## src/iac_pkg.sv

```systemverilog
// shared types, codes and field layout for the intrusion alarm controller
package iac_pkg;

  localparam int unsigned PinMaxChars = 8;
  localparam int unsigned PinMinChars = 4;
  localparam int unsigned CharW       = 8;
  localparam int unsigned PinW        = 64;
  localparam int unsigned LenW        = 4;
  localparam int unsigned DelayW      = 32;
  localparam int unsigned CountW      = 8;
  localparam int unsigned ReqW        = 3;
  localparam int unsigned ModeW       = 3;
  localparam int unsigned ReasonW     = 2;
  localparam int unsigned CfgIdxW     = 3;
  localparam int unsigned CfgDataW    = 64;

  localparam logic [CharW-1:0] AsciiZero = 8'h30;
  localparam logic [CharW-1:0] AsciiNine = 8'h39;

  // request kinds
  localparam logic [ReqW-1:0] ReqArm    = 3'd0;
  localparam logic [ReqW-1:0] ReqDisarm = 3'd1;
  localparam logic [ReqW-1:0] ReqZone   = 3'd2;
  localparam logic [ReqW-1:0] ReqTick   = 3'd3;
  localparam logic [ReqW-1:0] ReqBegin  = 3'd4;

  // alarm reasons
  localparam logic [ReasonW-1:0] WhyNone    = 2'd0;
  localparam logic [ReasonW-1:0] WhyInstant = 2'd1;
  localparam logic [ReasonW-1:0] WhyTimeout = 2'd2;
  localparam logic [ReasonW-1:0] WhyTamper  = 2'd3;

  // reported mode codes
  localparam logic [ModeW-1:0] ModeCodeDisarmed = 3'd0;
  localparam logic [ModeW-1:0] ModeCodeExit     = 3'd1;
  localparam logic [ModeW-1:0] ModeCodeArmed    = 3'd2;
  localparam logic [ModeW-1:0] ModeCodeEntry    = 3'd3;
  localparam logic [ModeW-1:0] ModeCodeAlarm    = 3'd4;

  // configuration register indexes
  localparam logic [CfgIdxW-1:0] CfgExitDelay  = 3'd0;
  localparam logic [CfgIdxW-1:0] CfgEntryDelay = 3'd1;
  localparam logic [CfgIdxW-1:0] CfgMaxWrong   = 3'd2;
  localparam logic [CfgIdxW-1:0] CfgPin        = 3'd3;
  localparam logic [CfgIdxW-1:0] CfgPinLen     = 3'd4;

  // stream layout
  localparam int unsigned InTdataW  = 104;
  localparam int unsigned OutTdataW = 48;

  typedef enum logic [4:0] {
    MODE_DISARMED = 5'b00001,
    MODE_EXIT     = 5'b00010,
    MODE_ARMED    = 5'b00100,
    MODE_ENTRY    = 5'b01000,
    MODE_ALARM    = 5'b10000
  } mode_e;

  typedef struct packed {
    logic [DelayW-1:0] exit_delay_ms;
    logic [DelayW-1:0] entry_delay_ms;
    logic [CountW-1:0] max_wrong_pins;
    logic [PinW-1:0]   stored_pin;
    logic [LenW-1:0]   stored_pin_len;
  } cfg_t;

  typedef struct packed {
    logic [ReqW-1:0]   req_type;
    logic [PinW-1:0]   entered_pin;
    logic [LenW-1:0]   entered_len;
    logic              pin_absent;
    logic              zone_instant;
    logic [DelayW-1:0] elapsed_ms;
  } req_t;

  typedef struct packed {
    logic               accepted;
    logic [ModeW-1:0]   mode;
    logic [ReasonW-1:0] reason;
    logic [DelayW-1:0]  time_left_ms;
    logic [CountW-1:0]  wrong_pin_count;
    logic               config_valid;
  } result_t;

  function automatic logic [ModeW-1:0] mode_code(mode_e m);
    logic [ModeW-1:0] code;
    case (m)
      MODE_DISARMED: code = ModeCodeDisarmed;
      MODE_EXIT:     code = ModeCodeExit;
      MODE_ARMED:    code = ModeCodeArmed;
      MODE_ENTRY:    code = ModeCodeEntry;
      MODE_ALARM:    code = ModeCodeAlarm;
      default:       code = ModeCodeDisarmed;
    endcase
    return code;
  endfunction

endpackage

```

## src/iac_pin_check.sv

```systemverilog
// pin compare against the stored pin and configuration validity check
module iac_pin_check import iac_pkg::*; (
  input  cfg_t            cfg_i,
  input  logic [PinW-1:0] entered_pin_i,
  input  logic [LenW-1:0] entered_len_i,
  input  logic            pin_absent_i,
  output logic            pin_match_o,
  output logic            cfg_ok_o
);

  always_comb begin
    pin_match_o = !pin_absent_i && (entered_len_i == cfg_i.stored_pin_len) &&
                  (entered_len_i <= LenW'(PinMaxChars));
    for (int i = 0; i < PinMaxChars; i++) begin
      // only characters inside the entered length take part
      if (LenW'(i) < entered_len_i &&
          entered_pin_i[i*CharW +: CharW] != cfg_i.stored_pin[i*CharW +: CharW]) begin
        pin_match_o = 1'b0;
      end
    end
  end

  always_comb begin
    cfg_ok_o = (cfg_i.exit_delay_ms != '0) && (cfg_i.entry_delay_ms != '0) &&
               (cfg_i.max_wrong_pins != '0) &&
               (cfg_i.stored_pin_len >= LenW'(PinMinChars)) &&
               (cfg_i.stored_pin_len <= LenW'(PinMaxChars));
    for (int i = 0; i < PinMaxChars; i++) begin
      if (LenW'(i) < cfg_i.stored_pin_len &&
          (cfg_i.stored_pin[i*CharW +: CharW] < AsciiZero ||
           cfg_i.stored_pin[i*CharW +: CharW] > AsciiNine)) begin
        cfg_ok_o = 1'b0;
      end
    end
  end

endmodule

```

## src/iac_core.sv

```systemverilog
// alarm mode machine: state registers and per-request update
module iac_core import iac_pkg::*; (
  input  logic    clk_i,
  input  logic    rst_ni,
  input  cfg_t    cfg_i,
  input  req_t    req_i,
  input  logic    step_i,
  output result_t result_o
);

  mode_e              mode_q, mode_d;
  logic [ReasonW-1:0] reason_q, reason_d;
  logic [DelayW-1:0]  time_q, time_d;
  logic [CountW-1:0]  wrong_q, wrong_d;
  logic               valid_q, valid_d;
  logic               ok;
  logic               pin_match;
  logic               cfg_ok;
  logic [CountW-1:0]  wrong_inc;

  iac_pin_check u_pin_check (
    .cfg_i         (cfg_i),
    .entered_pin_i (req_i.entered_pin),
    .entered_len_i (req_i.entered_len),
    .pin_absent_i  (req_i.pin_absent),
    .pin_match_o   (pin_match),
    .cfg_ok_o      (cfg_ok)
  );

  // saturating attempt count, never wraps since it only counts up while below the limit
  assign wrong_inc = (wrong_q < cfg_i.max_wrong_pins) ? wrong_q + CountW'(1) : wrong_q;

  always_comb begin
    mode_d   = mode_q;
    reason_d = reason_q;
    time_d   = time_q;
    wrong_d  = wrong_q;
    valid_d  = valid_q;
    ok       = 1'b0;
    case (req_i.req_type)
      ReqArm: begin
        if (valid_q && mode_q == MODE_DISARMED && pin_match) begin
          mode_d   = MODE_EXIT;
          reason_d = WhyNone;
          time_d   = cfg_i.exit_delay_ms;
          wrong_d  = '0;
          ok       = 1'b1;
        end
      end
      ReqDisarm: begin
        if (valid_q) begin
          if (pin_match) begin
            mode_d   = MODE_DISARMED;
            reason_d = WhyNone;
            time_d   = '0;
            wrong_d  = '0;
            ok       = 1'b1;
          end else if (mode_q != MODE_DISARMED) begin
            wrong_d = wrong_inc;
            if (wrong_inc >= cfg_i.max_wrong_pins) begin
              mode_d   = MODE_ALARM;
              reason_d = WhyTamper;
              time_d   = '0;
            end
          end
        end
      end
      ReqZone: begin
        if (valid_q && (mode_q == MODE_ARMED || mode_q == MODE_ENTRY)) begin
          if (req_i.zone_instant) begin
            mode_d   = MODE_ALARM;
            reason_d = WhyInstant;
            time_d   = '0;
          end else if (mode_q == MODE_ARMED) begin
            mode_d = MODE_ENTRY;
            time_d = cfg_i.entry_delay_ms;
          end
        end
      end
      ReqTick: begin
        if (mode_q == MODE_EXIT || mode_q == MODE_ENTRY) begin
          if (req_i.elapsed_ms < time_q) begin
            time_d = time_q - req_i.elapsed_ms;
          end else begin
            time_d = '0;
            if (mode_q == MODE_EXIT) begin
              mode_d = MODE_ARMED;
            end else begin
              mode_d   = MODE_ALARM;
              reason_d = WhyTimeout;
            end
          end
        end
      end
      ReqBegin: begin
        valid_d  = cfg_ok;
        mode_d   = MODE_DISARMED;
        reason_d = WhyNone;
        time_d   = '0;
        wrong_d  = '0;
        ok       = cfg_ok;
      end
      default: begin
      end
    endcase
  end

  always_ff @(posedge clk_i or negedge rst_ni) begin
    if (!rst_ni) begin
      mode_q   <= MODE_DISARMED;
      reason_q <= WhyNone;
      time_q   <= '0;
      wrong_q  <= '0;
      valid_q  <= 1'b0;
    end else if (step_i) begin
      mode_q   <= mode_d;
      reason_q <= reason_d;
      time_q   <= time_d;
      wrong_q  <= wrong_d;
      valid_q  <= valid_d;
    end
  end

  // status after the request
  always_comb begin
    result_o.accepted        = ok;
    result_o.mode            = mode_code(mode_d);
    result_o.reason          = reason_d;
    result_o.time_left_ms    = time_d;
    result_o.wrong_pin_count = wrong_d;
    result_o.config_valid    = valid_d;
  end

endmodule

```

## src/intrusion_alarm_controller.sv

```systemverilog
// Intrusion alarm panel with exit and entry delays.
//
// Requests arrive on the s_axis stream, one request per transfer, with the
// request kind in tuser and the pin, length, flags and elapsed time in
// tdata. Every request yields exactly one status transfer on m_axis that
// reports the accepted flag, mode, alarm reason, remaining delay, wrong pin
// count and latched configuration validity after that request.
// Configuration registers are written over the cfg channel, which is always
// ready; write them only while no request is in flight.
//
// A request is held in the input register while the mode update runs on it,
// and its status is captured in the output register when the request
// advances. Throughput is one request per cycle while m_axis does not stall;
// the compare, subtract and mode update in the core are combinational.
// When m_axis stalls the status holds in the output register and one more
// request waits in the input register; s_axis_tready_o then drops.
// Reset clears the mode machine to disarmed, not configured, and all
// configuration registers to zero.
module intrusion_alarm_controller import iac_pkg::*; (
  input  logic                 clk_i,
  input  logic                 rst_ni,
  input  logic                 s_axis_tvalid_i,
  output logic                 s_axis_tready_o,
  // entered_pin[63:0], entered_len[67:64], pin_absent[68], zone_instant[69],
  // elapsed_ms[101:70], zero fill[103:102]
  input  logic [InTdataW-1:0]  s_axis_tdata_i,
  // req_type[2:0]
  input  logic [ReqW-1:0]      s_axis_tuser_i,
  output logic                 m_axis_tvalid_o,
  input  logic                 m_axis_tready_i,
  // accepted[0], mode[3:1], reason[5:4], time_left_ms[37:6],
  // wrong_pin_count[45:38], config_valid[46], zero fill[47]
  output logic [OutTdataW-1:0] m_axis_tdata_o,
  input  logic                 cfg_valid_i,
  output logic                 cfg_ready_o,
  input  logic [CfgIdxW-1:0]   cfg_index_i,
  input  logic [CfgDataW-1:0]  cfg_data_i
);

  cfg_t    cfg_q;
  req_t    in_q;
  logic    in_valid_q, in_valid_d;
  result_t out_q;
  logic    out_valid_q, out_valid_d;
  result_t result;
  logic    s_xfer;
  logic    advance;

  assign cfg_ready_o = 1'b1;

  always_ff @(posedge clk_i or negedge rst_ni) begin
    if (!rst_ni) begin
      cfg_q <= '0;
    end else if (cfg_valid_i) begin
      case (cfg_index_i)
        CfgExitDelay:  cfg_q.exit_delay_ms  <= cfg_data_i[DelayW-1:0];
        CfgEntryDelay: cfg_q.entry_delay_ms <= cfg_data_i[DelayW-1:0];
        CfgMaxWrong:   cfg_q.max_wrong_pins <= cfg_data_i[CountW-1:0];
        CfgPin:        cfg_q.stored_pin     <= cfg_data_i[PinW-1:0];
        CfgPinLen:     cfg_q.stored_pin_len <= cfg_data_i[LenW-1:0];
        default: begin
        end
      endcase
    end
  end

  assign advance         = in_valid_q && (!out_valid_q || m_axis_tready_i);
  assign s_axis_tready_o = !in_valid_q || advance;
  assign s_xfer          = s_axis_tvalid_i && s_axis_tready_o;

  assign in_valid_d  = s_xfer || (in_valid_q && !advance);
  assign out_valid_d = advance || (out_valid_q && !m_axis_tready_i);

  always_ff @(posedge clk_i or negedge rst_ni) begin
    if (!rst_ni) begin
      in_valid_q  <= 1'b0;
      out_valid_q <= 1'b0;
    end else begin
      in_valid_q  <= in_valid_d;
      out_valid_q <= out_valid_d;
    end
  end

  always_ff @(posedge clk_i) begin
    if (s_xfer) begin
      in_q.req_type     <= s_axis_tuser_i;
      in_q.entered_pin  <= s_axis_tdata_i[63:0];
      in_q.entered_len  <= s_axis_tdata_i[67:64];
      in_q.pin_absent   <= s_axis_tdata_i[68];
      in_q.zone_instant <= s_axis_tdata_i[69];
      in_q.elapsed_ms   <= s_axis_tdata_i[101:70];
    end
    if (advance) begin
      out_q <= result;
    end
  end

  iac_core u_core (
    .clk_i    (clk_i),
    .rst_ni   (rst_ni),
    .cfg_i    (cfg_q),
    .req_i    (in_q),
    .step_i   (advance),
    .result_o (result)
  );

  assign m_axis_tvalid_o = out_valid_q;
  assign m_axis_tdata_o  = {1'b0, out_q.config_valid, out_q.wrong_pin_count,
                            out_q.time_left_ms, out_q.reason, out_q.mode, out_q.accepted};

endmodule

```

## config.mk

```make
export PLATFORM = sky130hd
export DESIGN_NAME = intrusion_alarm_controller
export DESIGN_NICKNAME = d
export VERILOG_FILES = /design/src/iac_pkg.sv /design/src/iac_pin_check.sv /design/src/iac_core.sv /design/src/intrusion_alarm_controller.sv
export SDC_FILE = /design/constraint.sdc
export NUM_CORES = 1
export LEC_CHECK = 0
export ABC_CLOCK_PERIOD_IN_PS = 13000
export BUFFER_PORTS_ARGS = -buffer_cell sky130_fd_sc_hd__buf_2
export CAP_MARGIN = 20
export CORE_AREA = 2 2 186 188
export CTS_CLUSTER_SIZE = 12
export DETAILED_ROUTE_END_ITERATION = 7
export DIE_AREA = 0 0 188 190
export GPL_ROUTABILITY_DRIVEN = 0
export PLACE_DENSITY = 0.7
export SYNTH_ARGS = -nofsm -noshare
export SYNTH_HDL_FRONTEND = slang
export SYNTH_SLANG_ARGS = --single-unit
```

## constraint.sdc

```tcl
create_clock -name clk_i -period 13 [get_ports clk_i]
set_clock_uncertainty 0.2 [all_clocks]
set_input_delay 3.9 -clock clk_i [delete_from_list [all_inputs] [get_ports clk_i]]
set_output_delay 3.9 -clock clk_i [all_outputs]
set_load 0.03 [all_outputs]
```

### Word level (Yosys, flattened, before mapping)

Index checks and enable logic that the tools add are counted.

* add/sub/neg operators: 2
* magnitude comparators: 38
* equality and inequality tests: 26
* mux-type cells: 62
* reductions and logical operators: 58

Operators by type and width (count)
* 2-to-1 mux 32 bit: 10
* one-hot mux 32 bit (5 select lines): 1
* > comparator 8 x 6 -> 1 bit, second input constant: 8
* < comparator 8 x 6 -> 1 bit, second input constant: 8
* inequality test 8 bit: 8
* nonzero test 32 bit: 2
* 2-to-1 mux 5 bit: 11
* 2-to-1 mux 8 bit: 5
* < comparator 3 x 4 -> 1 bit, first input constant: 8
* < comparator 32 bit: 1
* subtractor 32 bit: 1
* logical AND 1 bit: 29
* one-hot mux 5 bit (5 select lines): 1
* one-hot mux 8 bit (3 select lines): 1
* 2-to-1 mux 1 bit: 20
* 2-to-1 mux 2 bit: 10
* < comparator 1 x 4 -> 1 bit, first input constant: 4
* < comparator 2 x 4 -> 1 bit, first input constant: 4
* logical OR 1 bit: 14
* == test 3 x 2 -> 1 bit, second input constant: 4
* one-hot mux 3 bit (4 select lines): 1
* == test 5 x 2 -> 1 bit, second input constant: 2
* == test 5 x 3 -> 1 bit, second input constant: 2
* == test 5 x 4 -> 1 bit, second input constant: 2
* other kinds (17): 29

* flip-flop bits (word level): 342
* bits of input ports: 179

### Longest topological paths before layout

Gate-level depths: netlist of run 1.

* depth in word-level cells: 16
* depth in mapped cells: 20
* gate-level depth less buffers: 19

### Hierarchy

Synthesis of run 1 repeated with hierarchy kept, for this count alone.

* cell total of the unflattened synthesis: 1507
* area, all modules: 17690.7 µm²

By module, submodules not included
* intrusion_alarm_controller: instances 1, cells an instance 464, area an instance 9973.3 µm², seq. area each 8117.8 µm²
* iac_core: instances 1, cells an instance 880, area an instance 6506.2 µm², seq. area each 1202.4 µm²
* iac_pin_check: instances 1, cells an instance 163, area an instance 1211.2 µm², seq. area each 0.0 µm²

### Worst setup path after synthesis of run 1

OpenSTA, ideal clock, no wires.

* path kind: input to output
* from: in m_axis_tready_i
* to: out s_axis_tready_o
* data arrival time: 4.246 ns
* required time: 8.900 ns
* slack: 4.654 ns
* cell stages on the path: 1
* path through: nand3b_1

* word-level cells in the longest chain between the ends: 3

RTL lines
* start, declared: line intrusion_alarm_controller.sv:30 `input logic m_axis_tready_i,`
* logical OR 1 bit: line intrusion_alarm_controller.sv:67 `assign advance = in_valid_q && (!out_valid_q || m_axis_tready_i);`
* logical AND 1 bit: line intrusion_alarm_controller.sv:67
* logical OR 1 bit: line intrusion_alarm_controller.sv:68 `assign s_axis_tready_o = !in_valid_q || advance;`
* end, declared: line intrusion_alarm_controller.sv:23 `output logic s_axis_tready_o,`

No other way between the ends.

### Worst setup path after layout of run 1

Ends and elaborated chain as after synthesis.

==> results by group, run 1 <==
Setup path
  • Most frequent CP cell: buf_2
  • Worst Setup Start Kind: input pin
  • Worst EP required: 8.90 ns
  • Slowest CP cell: buf_2
  • Crit-path max FO: 3
  • Cells along the critical path: buf_2 -> nand3b_1 -> buf_2
  • CP Data Arrival Time: 4.38 ns
  • Critical path type: input pin to output port
  • Max incr delay on CP: 0.20 ns
  • Nature of the critical path endpoint: output port

Clocking
  • Clk Latency, worst-skew pair: 0.56 ns
  • Post-CTS Setup Inserts: 0
  • CTS sink count: 342
  • Root Buffer: clkbuf_16
  • CTS buffer count: 38
  • Post-CTS Resized: 0
  • # hold bufs at CTS: 0
  • Htree depth: 2
  • CTS tree: yes
  • CTS Buffer Depth: 3
  • Worst-path clk slew: 0.05 ns

Timing
  • Rel. slew slack: 0.307
  • Final setup viols: 0
  • Period utilization: 0.652
  • Fin. max-slew vios: 0
  • F_max: 0.118 GHz
  • Setup_tns: 0 ns
  • Least-Margin Pin Slew: 1.04 ns
  • Period minus WS final: 8.48 ns
  • Final setup margin: 4.52 ns
  • RSZ-0062 raised after global routing: no
  • Final hold viol count: 0

Route
  • Final ANT Viol Nets: 0
  • Via count: 13088
  • DR pass1 iterations: 6
  • DR vias/cell: 5.89
  • DR DRC count: 0
  • Post-Route WL: 45.8 mm
  • Routed len/inst: 20.6 µm
  • DR iter-0 viols: 1350

Synthesis
  • Cells after synthesis: 1518
  • Yosys top cell by area: dfrtp_1
  • Synthesis Warnings: 0
  • Asr flop ratio synth: 0.556
  • EDFF count, synth: 152
  • Syn_area_per_cell: 11.4 µm²
  • Top FF cell, synth: dfrtp_1
  • Synth area leaders: dfrtp_1, edfxtp_1, mux2_2, o21ai_0, ha_1
  • Most frequent cells after synthesis: dfrtp_1, edfxtp_1, mux2_2, o21ai_0, nand2_1
  • Net count after synthesis: 1746
  • FF+latch count, synth: 342
  • Mapped Area: 17300 µm²
  • Yosys top cell area share: 0.274
  • Count leader, synth: dfrtp_1
  • Post-synth cell types: 78
  • Seq/Total Area, Yosys: 0.540

Die
  • Total Die Area: 35700 µm²
  • Cell Rows: 68
  • Die W: 188 µm
  • Core footprint: 33900 µm²
  • Initial core utilization: 0.508
  • I/O pins: 230
  • Vert. Die Dim: 190 µm

GRT
  • Global-route wire length before repair: 71.6 mm
  • Largest net degree at the start of global routing: 86
  • Vias in the first global route: 12803
  • Initial antenna violation count: 10
  • GRT Residual Overflow: 0
  • Gr usage total: 0.257

Finish
  • Post-layout util: 0.591
  • Layout fillers: 2778
  • Final Non-Filler Cells: 2222
  • Layout overhead on the synthesized area: 16.4%
  • NumNets Final: 1958
  • Share of cells above drive strength 1: 0.263
  • Cell area after layout: 20100 µm²

Hold path
  • Worst Hold Class: register to register

Flow run
  • Max_cap viols: 0

Power and ir drop
  • Max IR drop VDD: 0.0000956 V
  • Leak Pwr: 8.55 nW
  • Pwr/cell area: 153 nW/µm²

Place
  • Placement Cell Area: 18800 µm²
  • IO buf count: 225
  • Detailed placer's ending HPWL: 33.2 mm
  • DP Cell Count: 2145
  • Pre-CTS setup slack: 4.52 ns

Run status
  • Status: completed
-- critical path: cells and delay by family --
| family | cells | cell delay (ns) |
|---|---|---|
| and+or+nand+nor | 1 | 0.18 |
| buffers and inverters | 2 | 0.30 |
-- path summary, 6_finish.rpt --
check,start,cells after the start,to,slack (ns)
min reg2reg,in_valid_q,1,m_axis_tvalid_o,0.30
max,m_axis_tready_i,3,s_axis_tready_o,4.52
max reg2reg,u_core.wrong_q[1],18,u_core.time_q[21],6.94
min in group asynchronous,rst_ni,1,cfg_q[60],3.23
min,in_valid_q,1,m_axis_tvalid_o,0.30
max in group asynchronous,rst_ni,3,cfg_q[16],7.46
-- metrics by stage --
stage,hold WS [ns],power (mW)
2_1_floorplan,0.239,1.81
3_3_place_gp,0.271,1.99
3_5_place_dp,0.282,2.01
4_1_cts,0.300,3.09
5_1_grt,0.321,3.22
6_report,0.296,3.08
-- sequential cells by signal, indices dropped and copies added, names as in the netlist --
register,cells
in_q,105
m_axis_tvalid_o,1
u_core.valid_q,1
u_core.reason_q,2
cfg_q,140
m_axis_tdata_o,47
u_core.time_q,32
u_core.mode_q,5
u_core.wrong_q,8
in_valid_q,1
-- routing by layer --
layer | share of wire | routed length [µm] | global-route usage | vias up
met5 | 0.00050 | 23 | 0 | -
met4 | 0.038 | 1740 | 0.0993 | 4
met3 | 0.070 | 3210 | 0.0461 | 122
met2 | 0.47 | 21500 | 0.413 | 541
met1 | 0.42 | 19300 | 0.350 | 6375
li1 | - | - | - | 6046
-- cell families (layout without fill, tap and decap cells) --
kind of cell	after synthesis	count (layout)	share of synthesized area
AO/OA/AOI/OAI	377	377	0.141
AND/OR/NAND/NOR	371	371	0.105
flip-flops	342	342	0.540
multiplexers	147	147	0.0956
buffers and inverters	125	366	0.0283
XOR/XNOR	105	105	0.0533
adder cells (fa/ha/maj)	49	49	0.0360
other	2	10	0.000435
-- placed cells by master (no fill, tap or decap), types with 21 or more instances in the layout --
| cell type | n |
|---|---|
| mux2_2 | 142 |
| nor4_1 | 26 |
| xnor2_1 | 60 |
| nand3_1 | 21 |
| buf_2 | 224 |
| a21oi_1 | 90 |
| dfrtp_1 | 189 |
| a221oi_1 | 27 |
| nand2_1 | 133 |
| nor2_1 | 75 |
| inv_1 | 59 |
| nand4_1 | 25 |
| nor3_1 | 24 |
| edfxtp_1 | 152 |
| ha_1 | 48 |
| xor2_1 | 45 |
| clkbuf_16 | 38 |
| o21ai_0 | 138 |
-- cell type report --
class                           instances  area (µm²)  share of cell area
Antenna cell                            8        20.0            0.000997
Clock buffer                           55        1090              0.0545
Clock inverter                         14         159             0.00791
Inverter                               60         225              0.0112
Multi-Input combinational cell       1051        7460               0.372
Sequential cell                       342        9320               0.464
Tap cell                              455         569              0.0284
Timing Repair Buffer                  237        1220              0.0610
-- power breakdown --
group / total, mW / switching [mW] / leakage [nW] / internal (mW)
clock network: 1.08 / 0.448 / 0.620 / 0.632
registers: 1.43 / 0.143 / 3.82 / 1.29
logic: 0.567 / 0.316 / 4.11 / 0.252
total: 3.08 / 0.906 / 8.55 / 2.17
(Power assumes the default switching activity.)
==> run 2, diff against run 1 <==
ABC_CLOCK_PERIOD_IN_PS = 7670   (was 13000)
PLACE_DENSITY = 0.73   (was 0.7)
clock period = 7.67 ns   (was 13 ns; I/O delays follow)
==> run 2 against run 1 <==
Effect of this change:
- flip-flop and latch count stayed put
- sequential power is 70% higher
- clock power is 67% higher
- critical endpoint is now u_core.time_q[2]
- highest routed layer unchanged
==> results by group, run 2 (same netlist as run 1, synthesis figures left out) <==
Setup path
  • Slowest CP cell: dfrtp_1
  • Cells along the critical path: ha_1 -> and3_1 -> a21oi_1 -> o21ai_0 -> o41ai_2 -> nand4_1 -> nor3_1 -> xnor2_1 -> inv_1 -> ha_1 -> nand2_1 -> o21ai_0 -> nor2b_1 -> nand4b_1 -> nand4_4 -> a221oi_1 -> o21ai_0 -> mux2_2
  • CP Data Arrival Time: 6.04 ns (+1.66 ns)
  • Worst Setup Start Kind: register
  • Worst r2r src: u_core.wrong_q[4]
  • Nature of the critical path endpoint: register
  • Crit-path max FO: 15 (+12)
  • Worst EP required: 7.88 ns (-1.02 ns)
  • Critical R2R Capture: u_core.time_q[2]
  • Most frequent CP cell: o21ai_0
  • Critical path type: register to register
  • R2R setup slack: 1.84 ns (-5.10 ns)
  • Max incr delay on CP: 0.53 ns (+0.33 ns)
  • Worst setup path endpoint: u_core.time_q[2]
  • CP Launch Point: u_core.wrong_q[4]
  • R2R depth: 18 (unchanged)

Route
  • DR vias/cell: 5.92 (+0.57%)
  • DR pass1 iterations: 6 (unchanged)
  • DR DRC count: 0 (unchanged)
  • Post-Route WL: 46.0 mm (+0.35%)
  • Via count: 13174 (+0.66%)
  • Final ANT Viol Nets: 0 (unchanged)
  • DR iter-0 viols: 1112 (-18%)
  • Routed len/inst: 20.7 µm (+0.26%)

GRT
  • Initial antenna violation count: 10 (unchanged)
  • GRT Residual Overflow: 0 (unchanged)
  • Global-route wire length before repair: 72.0 mm (+0.58%)
  • Gr usage total: 0.258 (+0.000660)
  • Largest net degree at the start of global routing: 95 (+10%)
  • Vias in the first global route: 12964 (+1.3%)

Timing
  • Rel. slew slack: 0.272 (-0.0353)
  • Period utilization: 0.760
  • Worst hold margin: 0.287 ns (-0.00870 ns)
  • RSZ-0062 raised after global routing: no
  • Final hold viol count: 0 (unchanged)
  • Least-Margin Pin Slew: 1.09 ns (+0.0530 ns)
  • Fin. max-slew vios: 0 (unchanged)
  • F_max: 0.171 GHz
  • Setup_tns: 0 ns (unchanged)
  • Final setup viols: 0 (unchanged)
  • Period minus WS final: 5.83 ns

Die
  • I/O pins: 230 (unchanged)
  • Vert. Die Dim: 190 µm (unchanged)
  • Cell Rows: 68 (unchanged)
  • Core footprint: 33900 µm² (unchanged)
  • Initial core utilization: 0.508 (unchanged)
  • Die W: 188 µm (unchanged)
  • Total Die Area: 35700 µm² (unchanged)

Finish
  • Commonest non-fill, non-tap cells in the layout: buf_2, dfrtp_1, edfxtp_1
  • NumNets Final: 1960 (+0.10%)
  • Post-layout util: 0.591 (about the same)
  • Share of cells above drive strength 1: 0.262 (-0.000596)
  • Biggest register: cfg_q
  • Commonest non-fill, non-tap cell in the layout: buf_2
  • Max FFs per register: 140 (unchanged)
  • Layout overhead on the synthesized area: 16.4% (about the same)
  • Final Non-Filler Cells: 2224 (+0.090%)

Place
  • Detailed placer's ending HPWL: 33.3 mm (+0.53%)
  • IO buf count: 225 (unchanged)
  • DP Cell Count: 2146 (+0.047%)

Power and ir drop
  • Pwr/cell area: 259 nW/µm² (+69%)
  • Max IR drop VDD: 0.000211 V (+120%)
  • Leak Pwr: 8.53 nW (-0.22%)

Clocking
  • CTS buffer count: 39 (+2.6%)
  • Post-CTS Setup Inserts: 0 (unchanged)
  • CTS Buffer Depth: 3 (unchanged)
  • CTS sink count: 342 (unchanged)
  • # hold bufs at CTS: 0 (unchanged)
  • Root Buffer: clkbuf_16
  • Post-CTS Resized: 0 (unchanged)
  • Worst-path clk slew: 0.06 ns (about the same)
  • CTS tree: yes
  • Htree depth: 2 (unchanged)
  • Clk Latency, worst-skew pair: 0.55 ns (about the same)

Hold path
  • Worst Hold Class: register to register

Flow run
  • Max_cap viols: 0 (unchanged)

Run status
  • Status: completed
-- run 2: changes by cell type in the layout (fill, tap and decap cells not counted), moves of 2 or more --
cell,change
clkbuf_8,-4
inv_6,+2
diode_2,-2
inv_16,-2
clkinv_2,-2
clkbuf_1,+5
clkbuf_16,+3
clkinvlp_4,+4
-- run 2: metrics by stage --
stage,setup WS (ns),cell area (µm²),power [mW]
floorplan,1.89,17300,3.06
global placement,2.06,18800,3.37
detailed placement,1.99,18800,3.41
CTS,1.97,20100,5.22
global route,1.53,20100,5.43
finish,1.84,20100,5.20
-- run 2: worst min path at each step --
stage	endpoint	startpoint	cells past startpoint
after global placement	u_core.reason_q[0]	u_core.reason_q[0]	2
final	u_core.mode_q[0]	u_core.mode_q[0]	2
after detailed placement	u_core.mode_q[0]	u_core.mode_q[0]	2
after floorplan	u_core.reason_q[0]	u_core.reason_q[0]	2
after CTS	u_core.mode_q[0]	u_core.mode_q[0]	2
after global routing	u_core.mode_q[0]	u_core.mode_q[0]	2
-- run 2: routing by layer --
metal  routed length (µm)  vias up  track usage
met1                19000     6450        0.345
li1                     -     6040            -
met5                   50        -            0
met3                 3350      110       0.0494
met4                 1510        8       0.0896
met2                22000      566        0.423
-- run 2: worst max-delay path, delay by kind of cell, from the launching register on --
kind	cells	cell delay (ns)
AOI/OAI and AO/OA	6	1.95
and+or+nand+nor	7	1.84
adders and majority gates	2	0.60
DFF	1	0.53
muxes	1	0.30
xor gates and xnor gates	1	0.20
buffers and inverters	1	0.07
-- run 2: area by class of cell --
| type | count | area, µm² |
|---|---|---|
| Multi-Input combinational cell | 1051 | 7460 |
| Tap cell | 455 | 569 |
| Fill cell | 2761 | 13900 |
| Inverter | 60 | 225 |
| Sequential cell | 342 | 9320 |
| Timing Repair Buffer | 238 | 1230 |
| Clock buffer | 59 | 1130 |
| Antenna cell | 6 | 15.0 |
| Clock inverter | 13 | 116 |
-- run 2: power breakdown --
| group | switching, mW | internal (mW) | total, mW |
|---|---|---|---|
| Combinational | 0.536 | 0.427 | 0.964 |
| Clock | 0.742 | 1.06 | 1.80 |
| Sequential | 0.244 | 2.19 | 2.43 |
| Total | 1.52 | 3.67 | 5.20 |
==> run 3, diff against run 2 <==
ABC_AREA = 1   (was unset)
ABC_CLOCK_PERIOD_IN_PS = 5600   (was 7670)
CORE_AREA = 2 2 192 194   (was 2 2 186 188)
DIE_AREA = 0 0 194 196   (was 0 0 188 190)
PLACE_DENSITY = 0.7   (was 0.73)
clock period = 5.6 ns   (was 7.67 ns; I/O delays follow)
==> run 3 against run 2 <==
Effect of this change:
- via count is 20% higher
- core utilization is 0.19 points higher
- total power is 47% higher
- final cell count is 31% higher
- highest routed layer unchanged
- non-clock buffer count is 1 lower
- largest power group unchanged
- cell area is 6.6% higher
- critical endpoint is now u_core.time_q[6]
==> results by group, run 3 <==
Flow run
  • Max_cap viols: 0 (unchanged)

Timing
  • F_max: 0.248 GHz (+45%)
  • Final hold viol count: 0 (unchanged)
  • Least-Margin Pin Slew: 0.926 ns (-0.166 ns)
  • Worst hold margin: 0.289 ns (+0.00192 ns)
  • Rel. slew slack: 0.366 (+0.0945)
  • Final setup viols: 0 (unchanged)
  • Setup_tns: 0 ns (unchanged)
  • Final setup margin: 1.57 ns (-0.270 ns)
  • Fin. max-slew vios: 0 (unchanged)
  • RSZ-0062 raised after global routing: no
  • Period minus WS final: 4.03 ns (-1.80 ns)
  • Period utilization: 0.720 (-0.0403)

Synthesis
  • Cells after synthesis: 2195 (+45%)
  • Synth area leaders: dfrtp_1, edfxtp_1, nand2_1, inv_1, o21ai_0
  • Top FF cell, synth: dfrtp_1
  • Yosys top cell area share: 0.255 (-0.0192)
  • Count leader, synth: nand2_1
  • Synthesis Warnings: 0 (unchanged)
  • Seq/Total Area, Yosys: 0.503 (-0.0378)
  • EDFF count, synth: 152 (unchanged)
  • FF+latch count, synth: 342 (unchanged)
  • Net count after synthesis: 2423 (+39%)
  • Yosys top cell by area: dfrtp_1
  • Asr flop ratio synth: 0.556 (unchanged)
  • Most frequent cells after synthesis: nand2_1, inv_1, o21ai_0, dfrtp_1, edfxtp_1
  • Mapped Area: 18500 µm² (+7.5%)
  • Post-synth cell types: 62 (-21%)
  • Syn_area_per_cell: 8.45 µm² (-26%)

Clocking
  • CTS sink count: 342 (unchanged)
  • Post-CTS Resized: 0 (unchanged)
  • Post-CTS Setup Inserts: 0 (unchanged)
  • Clk Latency, worst-skew pair: 0.58 ns (+0.03 ns)
  • Htree depth: 2 (unchanged)
  • Worst-path clk slew: 0.06 ns (about the same)
  • # hold bufs at CTS: 0 (unchanged)
  • CTS tree: yes
  • CTS Buffer Depth: 3 (unchanged)
  • Root Buffer: clkbuf_16
  • CTS buffer count: 39 (unchanged)

Die
  • Total Die Area: 38000 µm² (+6.5%)
  • Core footprint: 36100 µm² (+6.3%)
  • Vert. Die Dim: 196 µm (+3.2%)
  • Initial core utilization: 0.514 (+0.00583)
  • Die W: 194 µm (+3.2%)
  • I/O pins: 230 (unchanged)
  • Cell Rows: 70 (+2.9%)

Setup path
  • Worst Setup Start Kind: register
  • Nature of the critical path endpoint: register
  • Worst EP required: 5.84 ns (-2.04 ns)
  • CP Data Arrival Time: 4.27 ns (-1.77 ns)
  • R2R depth: 24 (+6)
  • Crit-path max FO: 22 (+7)
  • Critical path type: register to register
  • Worst r2r src: u_core.wrong_q[1]
  • Critical R2R Capture: u_core.time_q[6]
  • CP Launch Point: u_core.wrong_q[1]
  • R2R setup slack: 1.57 ns (-0.27 ns)

Power and ir drop
  • Leak Pwr: 10.3 nW (+21%)
  • Total Power: 7.66 mW (+47%)
  • Pwr/cell area: 358 nW/µm² (+38%)
  • Max IR drop VDD: 0.000322 V (+53%)

Route
  • M1 WL: 22.4 mm (+18%)
  • Routed length on met3: 4.24 mm (+26%)
  • Post-Route WL: 50.9 mm (+11%)
  • Final ANT Viol Nets: 0 (unchanged)
  • DR DRC count: 0 (unchanged)
  • Via count: 15821 (+20%)
  • Highest metal used: met5
  • DR vias/cell: 5.43 (-8.3%)
  • DR iter-0 viols: 1469 (+32%)
  • Detail Route met2 WL: 22.7 mm (+2.9%)
  • Routed len/inst: 17.5 µm (-15%)
  • DR pass1 iterations: 7 (+1)

Finish
  • Post-layout util: 0.593 (+0.00187)
  • Biggest register: cfg_q
  • Share of cells above drive strength 1: 0.158 (-0.104)
  • Commonest non-fill, non-tap cells in the layout: nand2_1, inv_1, buf_2
  • Final Non-Filler Cells: 2912 (+31%)
  • Multi-input logic area: 7920 µm² (+6.1%)
  • Cell area after layout: 21400 µm² (+6.6%)
  • NumNets Final: 2641 (+35%)
  • Layout overhead on the synthesized area: 15.4%
  • Commonest non-fill, non-tap cell in the layout: nand2_1
  • Area occupied by registers: 9320 µm² (unchanged)
  • Max FFs per register: 140 (unchanged)
  • Layout fillers: 3225 (+17%)

GRT
  • GRT Residual Overflow: 0 (unchanged)
  • Vias in the first global route: 15133 (+17%)
  • Largest net degree at the start of global routing: 104 (+9.5%)
  • Initial antenna violation count: 6 (-4)
  • Gr usage total: 0.269 (+0.0109)
  • Global-route wire length before repair: 81.0 mm (+13%)

Place
  • Placement Cell Area: 20100 µm² (+6.8%)
  • DP Cell Count: 2840 (+32%)
  • IO buf count: 225 (unchanged)
  • Pre-CTS setup slack: 1.60 ns (-0.386 ns)
  • Detailed placer's ending HPWL: 38.1 mm (+14%)

Hold path
  • Hold path cells: 2 (unchanged)
  • Worst Hold Class: register to register
  • Hold Crit Start: cfg_q[73]
  • WHS Endpoint: cfg_q[73]

Run status
  • Status: completed
run 3: cell count changes after synthesis, moves of 12 or more:
cell / change
o21ai_0: +53
nand2_1: +497
xnor2_1: -21
nand2_2: +12
nand4_1: +13
nor2_1: +67
nand3_1: +62
inv_1: +199
a221oi_1: -15
clkbuf_1: -16
a21oi_1: +13
mux2_2: -122
xor2_1: -27
and3_1: -13
run 3: cell families after synthesis:
| family | Yosys count | synth area share |
|---|---|---|
| AOI/OAI and AO/OA | 391 | 0.118 |
| xor gates and xnor gates | 57 | 0.0269 |
| adders and majority gates | 49 | 0.0335 |
| buffers and inverters | 333 | 0.0712 |
| DFF | 342 | 0.503 |
| muxes | 20 | 0.0121 |
| other | 2 | 0.000405 |
| and+or+nand+nor | 1001 | 0.236 |
run 3: critical path, stage by stage, from the launching register on:
cell and delay [ns]:
dfrtp_1 0.45, ha_1 0.30, o21ai_0 0.07, nand2_1 0.06
nand3_1 0.06, nand2_1 0.07, nand4_1 0.26, nand2_2 0.29
nand2_1 0.09, nand2_1 0.12, inv_1 0.06, ha_1 0.29
nand2_1 0.08, nor2_1 0.15, nand4_1 0.15, nand3_1 0.16
nand3_1 0.14, nand3_2 0.17, nand2_4 0.19, inv_1 0.13
nand2_1 0.07, nand2_1 0.08, nand2_1 0.11, nand2_1 0.08
o21ai_0 0.08
run 3: layer usage:
metal	vias up	track usage
met5	-	0
met4	10	0.0993
met3	98	0.0533
met2	680	0.413
met1	7318	0.380
li1	7715	-
run 3: cell type report:
class	count	share of cell area
timing repair buffer	237	0.0578
sequential	342	0.435
antenna	1	0.000117
clock inverter	15	0.00999
multi-input combinational	1520	0.370
tap	468	0.0274
clock buffer	56	0.0514
inverter	273	0.0480
run 3: worst max path at each step:
stage / to / slack (ns) / cells after the start
floorplan: in_q[0] / 0.82 / 4
global placement: s_axis_tready_o / 1.60 / 4
detailed placement: s_axis_tready_o / 1.60 / 4
CTS: s_axis_tready_o / 1.60 / 4
global route: u_core.time_q[6] / 1.27 / 25
finish: u_core.time_q[6] / 1.57 / 24
run 3: where the power goes:
part	leakage (nW)	internal [mW]	total (mW)	switching, mW
Sequential	3.87	2.99	3.30	0.316
Clock	0.644	1.56	2.60	1.04
Combinational	5.80	0.626	1.75	1.12
